### config.mk
export PLATFORM = sky130hd
export DESIGN_NAME = deterministic_primality_test_64_core
export DESIGN_NICKNAME = d
export VERILOG_FILES = /design/src/design/dpt64_pkg.sv /design/src/design/dpt64_mulmod.sv /design/src/design/deterministic_primality_test_64_core.sv
export SDC_FILE = /design/constraint.sdc
export NUM_CORES = 2
export LEC_CHECK = 0
export BUFFER_PORTS_ARGS = -buffer_cell sky130_fd_sc_hd__buf_2
export CORE_MARGIN = 10
export CORE_UTILIZATION = 55
export DETAILED_ROUTE_END_ITERATION = 8
export HOLD_SLACK_MARGIN = 0.15
export PLACE_DENSITY = 0.71
export SYNTH_ARGS = -nofsm -noshare
export SYNTH_HDL_FRONTEND = slang
export SYNTH_HIERARCHICAL = 1
export SYNTH_SLANG_ARGS = --single-unit
### constraint.sdc
create_clock -name aclk -period 66.2 [get_ports aclk]
set_input_delay 3.31 -clock aclk [delete_from_list [all_inputs] [get_ports aclk]]
set_output_delay 3.31 -clock aclk [all_outputs]
set_load 0.005 [all_outputs]
### src/design/dpt64_pkg.sv
// Package for the deterministic primality test core.
// Holds the base and threshold tables used by the core's sequencer, and the multiplier control struct.
package dpt64_pkg;

    localparam int unsigned DEF_WIDTH  = 64;
    localparam int unsigned BASE_COUNT = 12;
    localparam int unsigned BASE_IDX_W = 4;

    function automatic logic [5:0] base_of(input logic [BASE_IDX_W-1:0] k);
        logic [5:0] b;
        unique case (k)
            4'd0:    b = 6'd2;
            4'd1:    b = 6'd3;
            4'd2:    b = 6'd5;
            4'd3:    b = 6'd7;
            4'd4:    b = 6'd11;
            4'd5:    b = 6'd13;
            4'd6:    b = 6'd17;
            4'd7:    b = 6'd19;
            4'd8:    b = 6'd23;
            4'd9:    b = 6'd29;
            4'd10:   b = 6'd31;
            default: b = 6'd37;
        endcase
        return b;
    endfunction

    // threshold after each base; zero means none
    function automatic logic [63:0] limit_of(input logic [BASE_IDX_W-1:0] k);
        logic [63:0] l;
        unique case (k)
            4'd0:    l = 64'd2047;
            4'd1:    l = 64'd1373653;
            4'd2:    l = 64'd25326001;
            4'd3:    l = 64'd3215031751;
            4'd4:    l = 64'd2152302898747;
            4'd5:    l = 64'd3474749660383;
            4'd6:    l = 64'd341550071728321;
            4'd8:    l = 64'd3825123056546413051;
            default: l = 64'd0;
        endcase
        return l;
    endfunction

    typedef struct packed {
        logic start;
        logic busy;
    } mm_ctrl_t;

endpackage

### src/design/dpt64_mulmod.sv
// Shared modular multiplier: shift-and-add, one bit of b per cycle.
// Depends on dpt64_pkg for the control struct.
module dpt64_mulmod #(
    parameter int unsigned WIDTH = dpt64_pkg::DEF_WIDTH
) (
    input  logic                  aclk,
    input  logic                  aresetn,
    input  logic                  start,
    input  logic [WIDTH-1:0]      a,
    input  logic [WIDTH-1:0]      b,
    input  logic [WIDTH-1:0]      n,
    output dpt64_pkg::mm_ctrl_t   ctrl,
    output logic [WIDTH-1:0]      prod
);
    localparam int unsigned CW = $clog2(WIDTH);

    logic [WIDTH-1:0] acc_reg, acc_next, b_reg, a_reg;
    logic [CW-1:0]    cnt_reg;
    logic             busy_reg;
    logic [WIDTH:0]   dbl, dbl_r, sum;

    always_comb begin
        dbl   = {acc_reg, 1'b0};
        dbl_r = (dbl >= {1'b0, n}) ? dbl - {1'b0, n} : dbl;
        sum   = dbl_r + {1'b0, a_reg};
        if (b_reg[WIDTH-1])
            acc_next = (sum >= {1'b0, n}) ? WIDTH'(sum - {1'b0, n}) : sum[WIDTH-1:0];
        else
            acc_next = dbl_r[WIDTH-1:0];
    end

    always_ff @(posedge aclk) begin
        if (!aresetn) begin
            busy_reg <= 1'b0;
            cnt_reg  <= '0;
        end else if (start) begin
            busy_reg <= 1'b1;
            cnt_reg  <= CW'(WIDTH - 1);
            acc_reg  <= '0;
            a_reg    <= a;
            b_reg    <= b;
        end else if (busy_reg) begin
            acc_reg <= acc_next;
            b_reg   <= {b_reg[WIDTH-2:0], 1'b0};
            cnt_reg <= cnt_reg - 1'b1;
            if (cnt_reg == '0)
                busy_reg <= 1'b0;
        end
    end

    assign ctrl.start = start;
    assign ctrl.busy  = busy_reg;
    assign prod       = acc_reg;
endmodule

### src/design/deterministic_primality_test_64_core.sv
// Deterministic Miller-Rabin primality test, bases 2..37, one candidate at a time.
// Trivial candidates (below 2 or even) go straight to the output; otherwise each round
// uses up to about 2*WIDTH modular products, up to 12 rounds per candidate, all on the
// single bit-serial modular multiplier.
// Throughput: one item at a time; s_tready is high only while idle.
// Reset: aresetn synchronous, active low, returns the sequencer to idle.
module deterministic_primality_test_64_core #(
    parameter int unsigned WIDTH = dpt64_pkg::DEF_WIDTH
) (
    input  logic             aclk,
    input  logic             aresetn,
    input  logic             s_tvalid,
    output logic             s_tready,
    input  logic [WIDTH-1:0] s_tdata,   // [WIDTH-1:0] candidate
    output logic             m_tvalid,
    input  logic             m_tready,
    output logic [7:0]       m_tdata    // [0] is_prime, rest zero
);
    localparam int unsigned SW = $clog2(WIDTH + 1);
    localparam int unsigned IW = dpt64_pkg::BASE_IDX_W;

    typedef enum logic [3:0] {
        S_IDLE, S_PREP, S_BASE, S_RED, S_POW, S_MUL, S_SQR, S_CHK, S_LOOP, S_NEXT, S_OUT
    } state_t;

    state_t           state_reg;
    logic [WIDTH-1:0] n_reg, d_reg, e_reg, res_reg, sq_reg, x_reg;
    logic [SW-1:0]    s_reg, i_reg;
    logic [IW-1:0]    k_reg;
    logic             prime_reg, mm_start_reg, wait_reg;
    logic [WIDTH-1:0] mm_a_reg, mm_b_reg, prod;
    dpt64_pkg::mm_ctrl_t mm_ctrl;
    logic [WIDTH-1:0] nm1, base_w;
    logic [63:0]      lim;
    logic             mm_done;

    dpt64_mulmod #(.WIDTH(WIDTH)) u_mulmod (
        .aclk(aclk), .aresetn(aresetn), .start(mm_start_reg),
        .a(mm_a_reg), .b(mm_b_reg), .n(n_reg), .ctrl(mm_ctrl), .prod(prod)
    );

    assign nm1     = n_reg - 1'b1;
    assign base_w  = WIDTH'(dpt64_pkg::base_of(k_reg));
    assign lim     = dpt64_pkg::limit_of(k_reg);
    assign mm_done = wait_reg && !mm_ctrl.start && !mm_ctrl.busy;

    always_ff @(posedge aclk) begin
        if (!aresetn) begin
            state_reg    <= S_IDLE;
            mm_start_reg <= 1'b0;
            wait_reg     <= 1'b0;
        end else begin
            mm_start_reg <= 1'b0;
            unique case (state_reg)
                S_IDLE: if (s_tvalid) begin
                    n_reg <= s_tdata;
                    d_reg <= s_tdata - 1'b1;
                    s_reg <= '0;
                    k_reg <= '0;
                    if (s_tdata < WIDTH'(2) || s_tdata[0] == 1'b0) begin
                        prime_reg <= (s_tdata == WIDTH'(2));
                        state_reg <= S_OUT;
                    end else
                        state_reg <= S_PREP;
                end
                S_PREP: if (!d_reg[0]) begin
                    d_reg <= d_reg >> 1;
                    s_reg <= s_reg + 1'b1;
                end else
                    state_reg <= S_BASE;
                S_BASE: begin
                    // base is below 64 and n may be small: reduce by subtraction
                    sq_reg    <= base_w;
                    res_reg   <= WIDTH'(1);
                    e_reg     <= d_reg;
                    state_reg <= S_RED;
                end
                S_RED: if (sq_reg >= n_reg)
                    sq_reg <= sq_reg - n_reg;
                else
                    state_reg <= S_POW;
                S_POW: begin
                    if (e_reg == '0) begin
                        x_reg     <= res_reg;
                        i_reg     <= SW'(1);
                        state_reg <= S_CHK;
                    end else if (e_reg[0]) begin
                        mm_a_reg <= res_reg; mm_b_reg <= sq_reg;
                        mm_start_reg <= 1'b1; wait_reg <= 1'b1;
                        state_reg <= S_MUL;
                    end else begin
                        e_reg <= e_reg >> 1;
                        if ((e_reg >> 1) != '0) begin
                            mm_a_reg <= sq_reg; mm_b_reg <= sq_reg;
                            mm_start_reg <= 1'b1; wait_reg <= 1'b1;
                            state_reg <= S_SQR;
                        end
                    end
                end
                S_MUL: if (mm_done) begin
                    wait_reg <= 1'b0;
                    res_reg  <= prod;
                    e_reg    <= e_reg >> 1;
                    if ((e_reg >> 1) != '0) begin
                        mm_a_reg <= sq_reg; mm_b_reg <= sq_reg;
                        mm_start_reg <= 1'b1; wait_reg <= 1'b1;
                        state_reg <= S_SQR;
                    end else
                        state_reg <= S_POW;
                end
                S_SQR: if (mm_done) begin
                    wait_reg  <= 1'b0;
                    sq_reg    <= prod;
                    state_reg <= S_POW;
                end
                S_CHK: begin
                    if (x_reg == WIDTH'(1) || x_reg == nm1)
                        state_reg <= S_NEXT;
                    else if (i_reg >= s_reg) begin
                        prime_reg <= 1'b0;
                        state_reg <= S_OUT;
                    end else begin
                        mm_a_reg <= x_reg; mm_b_reg <= x_reg;
                        mm_start_reg <= 1'b1; wait_reg <= 1'b1;
                        state_reg <= S_LOOP;
                    end
                end
                S_LOOP: if (mm_done) begin
                    wait_reg <= 1'b0;
                    x_reg    <= prod;
                    i_reg    <= i_reg + 1'b1;
                    if (prod == nm1)
                        state_reg <= S_NEXT;
                    else if (i_reg + 1'b1 >= s_reg) begin
                        prime_reg <= 1'b0;
                        state_reg <= S_OUT;
                    end else begin
                        mm_a_reg <= prod; mm_b_reg <= prod;
                        mm_start_reg <= 1'b1; wait_reg <= 1'b1;
                    end
                end
                S_NEXT: begin
                    if ((lim != 64'd0 && 64'(n_reg) < lim) ||
                        k_reg == IW'(dpt64_pkg::BASE_COUNT - 1)) begin
                        prime_reg <= 1'b1;
                        state_reg <= S_OUT;
                    end else begin
                        k_reg     <= k_reg + 1'b1;
                        state_reg <= S_BASE;
                    end
                end
                S_OUT: if (m_tready)
                    state_reg <= S_IDLE;
                default: state_reg <= S_IDLE;
            endcase
        end
    end

    assign s_tready = (state_reg == S_IDLE);
    assign m_tvalid = (state_reg == S_OUT);
    assign m_tdata  = {7'd0, prime_reg};
endmodule
==> results.toml <==
[clocking]
clkTransAtPathRegs_ns = 0.06
cts.root.buffer_cell = "sky130_fd_sc_hd__clkbuf_16"
cts_tree = "done"
cts-htree-levels = 3
clk_path_buf_depth = 3
cts.hold.buffers_added = 0
post_cts_sizing = 0
cts_inserted_buffers = 87
post_cts_buffers = 0
insertion_delay_ns = 0.68
tritoncts_num_sinks = 779

[setup_path]
worstPathRequired_ns = 66.58
worst_r2r_path_depth = 34
worst_r2r_endpoint = "u_mulmod/prod[51]"
crit_slowest_cell = "sky130_fd_sc_hd__edfxtp_1"
critical_path_peak_fanout = 41
critPathLaunchType = "flop"
critical-path-max-stage-delay_ns = 0.68
reg2reg_setup_slack_ns = 53.76
end_kind = "flop"
regToRegStartpoint = "n_reg[3]"
timing_worst_setup_path_type = "reg -> reg"
critical_path_arrival_ns = 12.82

[synth]
syn_area_per_cell_um2 = 9.221
ys_seq_area_share_pct = 39.19
dominantRegCellSynth = "sky130_fd_sc_hd__edfxtp_1"
post_synth_most_frequent_cells = "723 x sky130_fd_sc_hd__edfxtp_1, 652 x sky130_fd_sc_hd__nand2_1, 539 x sky130_fd_sc_hd__a21oi_1"
yosys_top_cell_area_share_pct = 37.26
netlist.top_cell.by_area = "sky130_fd_sc_hd__edfxtp_1"
count_of_flip_flops_with_a_built_in_enable_after_synthesis = 723
ys_async_sr_fraction_pct = 0
syn_inst = 6319
postSynthRegisterBits = 779
synth.most_common_cell = "sky130_fd_sc_hd__edfxtp_1"
synth_area_leaders = "sky130_fd_sc_hd__edfxtp_1 37%, sky130_fd_sc_hd__ha_1 7.3%, sky130_fd_sc_hd__a21oi_1 4.6%"
synth_area_mm2 = 0.05826
synth-warning-count = 6
synthDistinctLibCells = 110

[timing]
rsz_0062_raised_after_global_routing = "false"
fin_crit_ns = 12.44
timing.final.hold_violations = 0
layout_worst_path_cycle_share_pct = 18.79
setup_total_negative_slack_ns = 0
worst-slew-pin-transition_ns = 1.483
max_freq_ghz = 0.08039
max_slew_margin_pct = -0.1516
finalSetupViolations = 0
finClkSkew_ns = 0.04787
timing_max_transition_violations_final = 1

[grt]
globalRoute.totalOverflow = 0
grt_pass1_wl_mm = 338.4
groute.usage.overall_pct = 37.39
grt_start_max_net_pins = 132
via_count_of_the_first_global_routing_pass = 50163
antenna_found_initial = 10

[placement]
dp_cells = 7462
dp_wirelength_mm = 180.7
port-buffer-count = 70
place.gp.congestion = 1.068

[finish]
fillCellCount = 9210
ff_latch_area_mm2 = 0.02284
drive_above_1_share_pct = 7.928
finalNetCount = 6570
multiInputGateArea_mm2 = 0.03303
finish.cell_count_without_fillers = 7624
final_core_util_pct = 59.25
area.growth.synth_to_final_pct = 7.054

[floorplanning]
start_util_pct = 55.35
die_h_um = 345.5
coreArea_mm2 = 0.1053
design.portCount = 78
floorplan.die_area_mm2 = 0.1194
die-width_um = 345.5
core.rowCount = 119

[routing]
drt_wirelength_mm = 234.2
total_drc_errors_in_the_routed_layout = 0
route.antenna.remaining_nets = 0
wire_per_inst_um = 30.71
drtPass1Iterations = 7
num_vias = 53746
initialDrtViolationCount = 7620
vias_per_cell = 7.050

[power]
power.share.combinational_pct = 47.5
intPower_mw = 1.332
pwr-share-clk_pct = 21.5
p_leak_nw = 22.89
p_total_mw = 2.333
power_density_relative_to_cell_area_mw_per_mm2 = 37.40
max-vdd-ir-drop_mv = 0.04283
swShare_pct = 42.90
p_switching_mw = 1.001
sequentialPowerShare_pct = 31.0

[hold_path]
hold-path-cell-count = 0
holdCritPathClass = "reg -> reg"
min-delay-start = "mm_a_reg[46]"
min_delay_worst_endpoint = "u_mulmod/a_reg[46]"

[outcome]
violations = "capacitance limit, slew limit"
status = "finished, violations left"

[flow_run]
maxCapViolations = 1
==> metal layers <==
| layer | global-route usage [%] | routed length [µm] | share of wire (%) |
|---|---|---|---|
| met1 | 49.08 | 89650 | 38 |
| met2 | 56.64 | 101000 | 43 |
| met3 | 9.273 | 29320 | 13 |
| met4 | 19.44 | 14130 | 6.0 |
| met5 | 0 | 80 | 0.034 |
==> critical path, delay by kind of cell (launching register included) <==
kind / cells / cell delay (ns)
multiplexers: 1 / 0.43
adder cells (fa/ha/maj): 3 / 1.42
AO/OA/AOI/OAI: 13 / 4.59
XOR/XNOR: 1 / 0.22
flip-flops: 1 / 0.68
buffers and inverters: 3 / 0.74
AND/OR/NAND/NOR: 13 / 3.95
==> final cells by class <==
type | count | share of cell area (%)
clock buffers | 116 | 3.934
diodes | 2 | 0.008024
inverters | 270 | 1.625
multi-input cells | 4890 | 52.96
repair buffers | 132 | 1.368
clock inverters | 44 | 0.7061
well taps | 1391 | 2.790
flip-flops and latches | 779 | 36.61
==> worst max-delay path by stage <==
stage	startpoint	end	slack (ns)	cells past startpoint
after global routing	n_reg[10]	u_mulmod/prod[29]	53.65	32
after floorplan	aresetn	mm_a_reg[0]	41.67	2
final	n_reg[3]	u_mulmod/prod[51]	53.76	34
after CTS	n_reg[3]	u_mulmod/prod[29]	54.20	34
after detailed placement	n_reg[3]	u_mulmod/prod[51]	54.26	34
after global placement	n_reg[10]	u_mulmod/prod[18]	54.28	34
==> metrics by stage <==
stage | area (µm²) | worst slack (ns) | hold WS (ns)
4_1_cts | 62370 | 54.20 | 0.4542
3_3_place_gp | 59480 | 54.28 | 0.4360
6_report | 62370 | 53.76 | 0.4525
2_1_floorplan | 58290 | 41.67 | 0.4267
5_1_grt | 62370 | 53.65 | 0.4679
3_5_place_dp | 59480 | 54.26 | 0.4405
==> cells in the final DEF, fill, tap and decap left out, types with 40 or more instances in the layout <==
cell,synthesis,routed
sky130_fd_sc_hd__nor2_1,378,372
sky130_fd_sc_hd__and3_1,98,96
sky130_fd_sc_hd__dfxtp_1,56,54
sky130_fd_sc_hd__a21o_1,174,174
sky130_fd_sc_hd__a22o_1,71,71
sky130_fd_sc_hd__nor2b_1,101,100
sky130_fd_sc_hd__nor3_1,125,122
sky130_fd_sc_hd__a31oi_1,62,62
sky130_fd_sc_hd__buf_2,26,70
sky130_fd_sc_hd__o221ai_1,140,140
sky130_fd_sc_hd__nand3_1,209,209
sky130_fd_sc_hd__buf_4,16,59
sky130_fd_sc_hd__xor2_1,166,166
sky130_fd_sc_hd__ha_1,338,338
sky130_fd_sc_hd__nand2_1,652,647
sky130_fd_sc_hd__nand4_1,135,135
sky130_fd_sc_hd__xnor2_1,299,299
sky130_fd_sc_hd__inv_1,267,266
sky130_fd_sc_hd__a21oi_1,539,538
sky130_fd_sc_hd__a22oi_1,72,72
sky130_fd_sc_hd__o21ai_0,348,348
sky130_fd_sc_hd__mux2i_1,69,69
sky130_fd_sc_hd__nand2b_1,43,43
sky130_fd_sc_hd__clkbuf_16,0,93
sky130_fd_sc_hd__mux2_2,118,118
sky130_fd_sc_hd__edfxtp_1,723,723
sky130_fd_sc_hd__nor4_1,102,101
sky130_fd_sc_hd__or3_1,40,40
==> kinds of logic after synthesis <==
kind of cell / share of synthesized area (%)
adders and majority gates: 7.413
muxes: 3.466
buffers and inverters: 4.426
xor gates and xnor gates: 7.250
other: 0.006436
AOI/OAI and AO/OA: 20.89
DFF: 39.19
and+or+nand+nor: 17.36
==> power by group through the flow <==
stage                     clock [mW]  sequential (mW)  combinational [mW]
after floorplan                    0            0.703               0.778
after global placement             0            0.726                1.06
after detailed placement           0            0.728                1.06
after CTS                      0.504            0.719                1.07
after global routing           0.522            0.727                1.19
final                          0.502            0.723                1.11
Note: power is estimated with default switching activity, not from simulation.
